$ cat src/design/fsqrt_pkg.sv
`timescale 1ns / 1ps
// Shared types and constants for the fixed-point Newton square root.
// No dependencies; used by the interfaces, the divider and the top level.
package fsqrt_pkg;

    localparam int DATA_W        = 32;
    localparam int FRAC_BITS_DEF = 8;
    localparam int STEP_W        = 5;

    typedef struct packed {
        logic              start;
        logic [DATA_W-1:0] num;
        logic [DATA_W-1:0] den;
    } t_div_req;

    typedef struct packed {
        logic              busy;
        logic              done;
        logic [DATA_W-1:0] quot;
    } t_div_rsp;

endpackage

$ cat src/design/fsqrt_ifs.sv
`timescale 1ns / 1ps
// Valid/ready channel interfaces for operand and root words.
// Depends on fsqrt_pkg for the word width.
interface fsqrt_in_if;
    logic                                valid;
    logic                                ready;
    logic signed [fsqrt_pkg::DATA_W-1:0] operand;
    modport source(output valid, output operand, input ready);
    modport sink(input valid, input operand, output ready);
endinterface

interface fsqrt_out_if;
    logic                                valid;
    logic                                ready;
    logic signed [fsqrt_pkg::DATA_W-1:0] root;
    modport source(output valid, output root, input ready);
    modport sink(input valid, input root, output ready);
endinterface

$ cat src/design/fixed_point_sqrt_newton_top.sv
`timescale 1ns / 1ps
// Fixed-point Newton square root: sequencer around one shared serial divider.
// Negative, zero and one go from accept straight to the emit state, without the divider.
// Other operands run Newton steps, each one division on the shared divider. At FRAC_BITS=8
// the worst case is an operand of 2^30 or more (16 steps).
// One word in flight; next word accepted once the result is in the output register.
// Synchronous active-low reset clears sequencer and output valid.
module fixed_point_sqrt_newton_top #(
    parameter int FRAC_BITS = fsqrt_pkg::FRAC_BITS_DEF
) (
    input logic         i_clk,
    input logic         i_rst_n,
    fsqrt_in_if.sink    i_op,
    fsqrt_out_if.source o_res
);
    localparam int DW = fsqrt_pkg::DATA_W;
    localparam int SW = fsqrt_pkg::STEP_W;
    localparam logic [DW-1:0] ONE       = DW'(1) << FRAC_BITS;
    localparam logic [DW-1:0] SMALL_MAX = DW'(6);
    localparam logic [DW-1:0] NEG_FLAG  = '1;

    localparam logic [2:0] S_IDLE  = 3'd0;
    localparam logic [2:0] S_RECIP = 3'd1;
    localparam logic [2:0] S_SETUP = 3'd2;
    localparam logic [2:0] S_CNT   = 3'd3;
    localparam logic [2:0] S_LOOP  = 3'd4;
    localparam logic [2:0] S_NEWT  = 3'd5;
    localparam logic [2:0] S_FINAL = 3'd6;
    localparam logic [2:0] S_EMIT  = 3'd7;

    logic [2:0]    r_state, n_state;
    logic          r_inv, n_inv;
    logic [DW-1:0] r_a, n_a;
    logic [DW-1:0] r_l, n_l;
    logic [DW-1:0] r_s, n_s;
    logic [SW-1:0] r_steps, n_steps;
    logic [DW-1:0] r_res, n_res;
    logic          r_ovld, n_ovld;
    logic [DW-1:0] r_root, n_root;

    fsqrt_pkg::t_div_req div_req;
    fsqrt_pkg::t_div_rsp div_rsp;

    logic [DW-1:0] w_op;
    logic [DW-1:0] w_sum;

    assign w_op  = i_op.operand;
    assign w_sum = r_l + div_rsp.quot;

    fsqrt_div #(.FRAC_BITS(FRAC_BITS)) u_div (
        .i_clk   (i_clk),
        .i_rst_n (i_rst_n),
        .i_req   (div_req),
        .o_rsp   (div_rsp)
    );

    always_comb begin
        n_state       = r_state;
        n_inv         = r_inv;
        n_a           = r_a;
        n_l           = r_l;
        n_s           = r_s;
        n_steps       = r_steps;
        n_res         = r_res;
        n_ovld        = r_ovld & ~o_res.ready;
        n_root        = r_root;
        div_req.start = 1'b0;
        div_req.num   = r_a;
        div_req.den   = r_l;
        unique case (r_state)
            S_IDLE: begin
                if (i_op.valid) begin
                    priority if (w_op[DW-1]) begin
                        n_res   = NEG_FLAG;
                        n_state = S_EMIT;
                    end else if (w_op == '0 || w_op == ONE) begin
                        n_res   = w_op;
                        n_state = S_EMIT;
                    end else if (w_op < ONE && w_op > SMALL_MAX) begin
                        n_inv         = 1'b1;
                        div_req.start = 1'b1;
                        div_req.num   = ONE;
                        div_req.den   = w_op;
                        n_state       = S_RECIP;
                    end else begin
                        n_inv   = 1'b0;
                        n_a     = w_op;
                        n_state = S_SETUP;
                    end
                end
            end
            S_RECIP: begin
                if (div_rsp.done) begin
                    n_a     = div_rsp.quot;
                    n_state = S_SETUP;
                end
            end
            S_SETUP: begin
                n_l = {1'b0, r_a[DW-1:1]} + 1'b1;
                if (!r_a[DW-1] && r_a > ONE) begin
                    n_s     = r_a;
                    n_steps = '0;
                    n_state = S_CNT;
                end else begin
                    n_steps = SW'(FRAC_BITS);
                    n_state = S_LOOP;
                end
            end
            S_CNT: begin
                if (r_s == '0) begin
                    n_state = S_LOOP;
                end else begin
                    n_s     = {2'b00, r_s[DW-1:2]};
                    n_steps = r_steps + 1'b1;
                end
            end
            S_LOOP: begin
                if (r_steps == '0) begin
                    if (r_inv) begin
                        div_req.start = 1'b1;
                        div_req.num   = ONE;
                        div_req.den   = r_l;
                        n_state       = S_FINAL;
                    end else begin
                        n_res   = r_l;
                        n_state = S_EMIT;
                    end
                end else begin
                    div_req.start = 1'b1;
                    n_state       = S_NEWT;
                end
            end
            S_NEWT: begin
                if (div_rsp.done) begin
                    n_l     = {w_sum[DW-1], w_sum[DW-1:1]};
                    n_steps = r_steps - 1'b1;
                    n_state = S_LOOP;
                end
            end
            S_FINAL: begin
                if (div_rsp.done) begin
                    n_res   = div_rsp.quot;
                    n_state = S_EMIT;
                end
            end
            S_EMIT: begin
                if (!r_ovld || o_res.ready) begin
                    n_ovld  = 1'b1;
                    n_root  = r_res;
                    n_state = S_IDLE;
                end
            end
            default: n_state = S_IDLE;
        endcase
    end

    always_ff @(posedge i_clk) begin
        if (!i_rst_n) begin
            r_state <= S_IDLE;
            r_ovld  <= 1'b0;
            r_steps <= '0;
            r_inv   <= 1'b0;
        end else begin
            r_state <= n_state;
            r_ovld  <= n_ovld;
            r_steps <= n_steps;
            r_inv   <= n_inv;
        end
    end

    always_ff @(posedge i_clk) begin
        r_a    <= n_a;
        r_l    <= n_l;
        r_s    <= n_s;
        r_res  <= n_res;
        r_root <= n_root;
    end

    assign i_op.ready  = (r_state == S_IDLE);
    assign o_res.valid = r_ovld;
    assign o_res.root  = r_root;

    a_idle_div_quiet: assert property (@(posedge i_clk) disable iff (!i_rst_n)
        (r_state == S_IDLE) |-> !div_rsp.busy)
        else $error("divider busy while sequencer idle");

    a_start_not_busy: assert property (@(posedge i_clk) disable iff (!i_rst_n)
        div_req.start |-> !div_rsp.busy)
        else $error("divider restarted while busy");

    a_done_expected: assert property (@(posedge i_clk) disable iff (!i_rst_n)
        div_rsp.done |-> (r_state == S_RECIP || r_state == S_NEWT || r_state == S_FINAL))
        else $error("divider finished outside a wait state");

    a_neg_direct: assert property (@(posedge i_clk) disable iff (!i_rst_n)
        (i_op.valid && i_op.ready && i_op.operand[DW-1]) |=>
            (r_state == S_EMIT && r_res == NEG_FLAG))
        else $error("negative operand not flagged directly");

endmodule

$ cat src/design/fsqrt_div.sv
`timescale 1ns / 1ps
// Bit-serial restoring divider: (num << FRAC_BITS) / den, truncated, low 32 bits.
// One quotient bit per cycle. Depends on fsqrt_pkg.
module fsqrt_div #(
    parameter int FRAC_BITS = fsqrt_pkg::FRAC_BITS_DEF
) (
    input  logic                i_clk,
    input  logic                i_rst_n,
    input  fsqrt_pkg::t_div_req i_req,
    output fsqrt_pkg::t_div_rsp o_rsp
);
    localparam int NW = fsqrt_pkg::DATA_W + FRAC_BITS;
    localparam int CW = $clog2(NW + 1);
    localparam int DW = fsqrt_pkg::DATA_W;

    logic [NW-1:0] r_num;
    logic [DW-1:0] r_rem;
    logic [DW-1:0] r_dmag;
    logic          r_dneg;
    logic [DW-1:0] r_quo;
    logic [CW-1:0] r_cnt;
    logic          r_busy;
    logic          r_done;

    logic [DW:0]   w_rem_sh;
    logic [DW+1:0] w_diff;
    logic          w_fits;

    assign w_rem_sh = {r_rem, r_num[NW-1]};
    assign w_diff   = {1'b0, w_rem_sh} - {2'b00, r_dmag};
    assign w_fits   = ~w_diff[DW+1];

    always_ff @(posedge i_clk) begin
        if (!i_rst_n) begin
            r_busy <= 1'b0;
            r_done <= 1'b0;
            r_cnt  <= '0;
        end else begin
            r_done <= 1'b0;
            if (i_req.start) begin
                r_busy <= 1'b1;
                r_cnt  <= CW'(NW);
            end else if (r_busy) begin
                r_cnt <= r_cnt - 1'b1;
                if (r_cnt == CW'(1)) begin
                    r_busy <= 1'b0;
                    r_done <= 1'b1;
                end
            end
        end
    end

    always_ff @(posedge i_clk) begin
        if (i_req.start) begin
            r_num  <= {i_req.num, {FRAC_BITS{1'b0}}};
            r_rem  <= '0;
            r_dneg <= i_req.den[DW-1];
            r_dmag <= i_req.den[DW-1] ? (~i_req.den + 1'b1) : i_req.den;
        end else if (r_busy) begin
            r_rem <= w_fits ? w_diff[DW-1:0] : w_rem_sh[DW-1:0];
            r_num <= {r_num[NW-2:0], 1'b0};
            r_quo <= {r_quo[DW-2:0], w_fits};
        end
    end

    assign o_rsp.busy = r_busy;
    assign o_rsp.done = r_done;
    assign o_rsp.quot = r_dneg ? (~r_quo + 1'b1) : r_quo;

endmodule
$ cat src/flat_wrapper.sv
// flat-port wrapper written by rule: the top's interface ports become plain ports
module fixed_point_sqrt_newton_top_flat 
#(
    parameter int FRAC_BITS = fsqrt_pkg::FRAC_BITS_DEF
)
  (i_clk, i_rst_n, i_op_valid, i_op_operand, i_op_ready, o_res_valid, o_res_root, o_res_ready);
  fsqrt_in_if i_op_i ();
  fsqrt_out_if o_res_i ();
  input logic i_clk;
  input logic i_rst_n;
  input wire logic [$bits(i_op_i.valid)-1:0] i_op_valid;
  input wire logic [$bits(i_op_i.operand)-1:0] i_op_operand;
  output wire logic [$bits(i_op_i.ready)-1:0] i_op_ready;
  output wire logic [$bits(o_res_i.valid)-1:0] o_res_valid;
  output wire logic [$bits(o_res_i.root)-1:0] o_res_root;
  input wire logic [$bits(o_res_i.ready)-1:0] o_res_ready;
  assign i_op_i.valid = i_op_valid;
  assign i_op_i.operand = i_op_operand;
  assign i_op_ready = i_op_i.ready;
  assign o_res_valid = o_res_i.valid;
  assign o_res_root = o_res_i.root;
  assign o_res_i.ready = o_res_ready;
  fixed_point_sqrt_newton_top #(.FRAC_BITS(FRAC_BITS)) u_core (.i_clk(i_clk), .i_rst_n(i_rst_n), .i_op(i_op_i), .o_res(o_res_i));
endmodule
$ cat config.mk
export PLATFORM = sky130hd
export DESIGN_NAME = fixed_point_sqrt_newton_top_flat
export DESIGN_NICKNAME = d
export VERILOG_FILES = /design/src/design/fsqrt_pkg.sv /design/src/design/fsqrt_ifs.sv /design/src/design/fixed_point_sqrt_newton_top.sv /design/src/design/fsqrt_div.sv /design/src/flat_wrapper.sv
export SDC_FILE = /design/constraint.sdc
export NUM_CORES = 1
export LEC_CHECK = 0
export BUFFER_PORTS_ARGS = -buffer_cell sky130_fd_sc_hd__buf_2
export CORE_AREA = 2 2 187 189
export DETAILED_ROUTE_END_ITERATION = 10
export DIE_AREA = 0 0 189 191
export PLACE_DENSITY = 0.82
export SETUP_SLACK_MARGIN = 0.2
export SYNTH_ARGS = -nofsm -noshare
export SYNTH_HDL_FRONTEND = slang
export SYNTH_HIERARCHICAL = 1
export SYNTH_SLANG_ARGS = --single-unit
$ cat constraint.sdc
create_clock -name i_clk -period 5.45 [get_ports i_clk]
set_input_delay 0.545 -clock i_clk [delete_from_list [all_inputs] [get_ports i_clk]]
set_output_delay 0.545 -clock i_clk [all_outputs]
set_load 0.005 [all_outputs]
==> reports/qor.yml <==
grt:
  grt_antenna_before_repair: 8
  grt_usage_pct: 26.33
  grt_pass1_vias: 13666
  grt_max_degree: 66
  overflow: 0
  grt_pass1_wl_um: 74590
floorplanning:
  pin_count: 70
  dieArea_um2: 36100
  rows: 68
  die_w_um: 189
  die_y_um: 191
  core_area_um2: 34120
  initial_core_util_pct: 54.28
drt:
  detail_route.wl_per_cell_um: 20.95
  drtPass1Iterations: 5
  finalWirelength_um: 47910
  drc: 0
  drtIter0Drc: 1263
  antenna_left: 0
  vias: 14130
  vias_per_cell: 6.178
cells_and_area:
  fin_cells: 2287
  seqCellArea_um2: 8720
  final_nets: 1914
  nFillCells: 2797
  drive_gt1_share_pct: 15.02
  multi_input_area_um2: 9273
  area_delta_synth_final_pct: 9.971
setup_path:
  cp.arrival_ns: 5.19
  endpoint_kind: "register"
  required_ns: 5.72
  r2r_cells: 15
  crit_path_start: "u_core/u_div/r_quo[2]$_DFFE_PP_"
  r2r_slack_ns: 0.52
  worst-path-max-fanout: 6
  cp-start-kind: "register"
  worstSetupPathType: "register to register"
  worstReg2RegEnd: "u_core/r_l[30]$_DFFE_PP_"
  r2r-start: "u_core/u_div/r_quo[2]$_DFFE_PP_"
  endpoint: "u_core/r_l[30]$_DFFE_PP_"
clock_network:
  cts_root_buffer: "clkbuf_16"
  postCtsHoldBufs: 0
  htreeDepth: 2
  clk_latency_ns: 0.52
  clk_path_buf_depth: 3
  cts_made_buffers: 35
  cts_tree: "yes"
  cts_setup_buffers: 0
  cts_sinks: 307
  clk_pin_slew_ns: 0.06
  cts_resized: 0
synthesis:
  synth_nets: 1875
  syn_area_um2: 18520
  synth_warnings: 6
  syn_inst: 1766
  syn_avg_cell_area_um2: 10.49
power:
  power_density_nw_per_um2: 493.2
  power_w: 0.01005
  vdd_drop_max_v: 0.0003259
  leakagePower_nw: 7.439
run:
  maxCapViolCount: 0
timing:
  finalCritPeriodShare_pct: 90.39
  fin_ws_ns: 0.5239
  tightest_slew_ns: 1.175
  min_period_ns: 4.926
  fin_worst_skew_ns: 0.01236
  maxSlewHeadroom_pct: 21.51
  fmax_mhz: 203.0
  final_max_slew_viol_count: 0
  setup_viol: 0
  rsz0062_at_grt: "false"
  final-hold-violation-count: 0
  fin_tns_setup_ns: 0
worst_hold_path:
  min_path_type: "input port to register"
  min_from: "i_op_operand[11]"
place:
  placed_cells: 2223
  port_buffers: 69
  hpwl_um: 34720
  gp_congestion: 0.9628
  place_ws_ns: 0.2974
status:
  outcome: "complete, no violations"
[per-stage QoR]
step | util [%] | hold WS [ns] | cell area, um2
6_report | 59.70 | 0.3751 | 20370
4_1_cts | 59.69 | 0.3596 | 20360
5_1_grt | 59.69 | 0.3664 | 20360
3_3_place_gp | 56.54 | 0.4042 | 19290
3_5_place_dp | 56.54 | 0.4045 | 19290
2_1_floorplan | - | 0.4003 | 18520
[power breakdown]
part           total (W)  switching [W]  internal, W
logic            0.00399        0.00238      0.00161
clock network    0.00221       0.000953      0.00126
registers        0.00385       0.000516      0.00333
[critical path, stage by stage, from the launching register on]
cell and delay (ns):
edfxtp_1 0.50, nor4_2 0.30, nand2_1 0.15, or4_1 0.50, or3_4 0.45, or3_1 0.39
o21ai_0 0.20, xnor2_1 0.16, ha_1 0.42, and2_1 0.20, and3_1 0.23, nand2_1 0.09
or4_4 0.57, a21oi_4 0.19, o2111ai_1 0.14, and3_1 0.18
[per-layer routing]
| layer | track usage (%) | up-vias | share of wire [%] |
|---|---|---|---|
| met5 | 0 | - | 0.056 |
| met4 | 12.47 | 4 | 4.6 |
| met3 | 3.745 | 143 | 7.9 |
| met2 | 44.52 | 625 | 48 |
| met1 | 33.42 | 6736 | 40 |
| li1 | - | 6622 | - |
[worst min-delay path by stage]
stage | to | slack, ns | depth (start not counted)
CTS | u_core/r_a[11]$_DFFE_PP_ | 0.36 | 2
finish | u_core/r_a[11]$_DFFE_PP_ | 0.38 | 2
global route | u_core/r_a[11]$_DFFE_PP_ | 0.37 | 2
global placement | u_core/o_res.root[9]$_DFFE_PP_ | 0.40 | 0
floorplan | u_core/o_res.root[0]$_DFFE_PP_ | 0.40 | 0
detailed placement | u_core/o_res.root[27]$_DFFE_PP_ | 0.40 | 0
[layout make-up]
type / count / share of cell area [%]
timing repair buffer: 87 / 2.359
inverter: 66 / 1.216
multi-input combinational: 1308 / 45.53
sequential: 307 / 42.81
antenna: 1 / 0.01229
clock inverter: 21 / 0.5898
clock buffer: 42 / 4.687
tap: 455 / 2.795
[layout by cell type (no fill, tap or decap), types with 37 or more instances in the layout]
cell         n
mux2_2      99
nand2_1    128
clkbuf_16   37
ha_1        70
and2_1      43
nor3_1      51
xor2_1      39
nand3_1     40
nor2_1     103
edfxtp_1   257
buf_2       69
a21oi_1    110
nor2b_1     39
o21ai_0    106
dfxtp_1     49
xnor2_1    105
inv_1       66
mux2i_1     52
(Power assumes the default switching activity.)
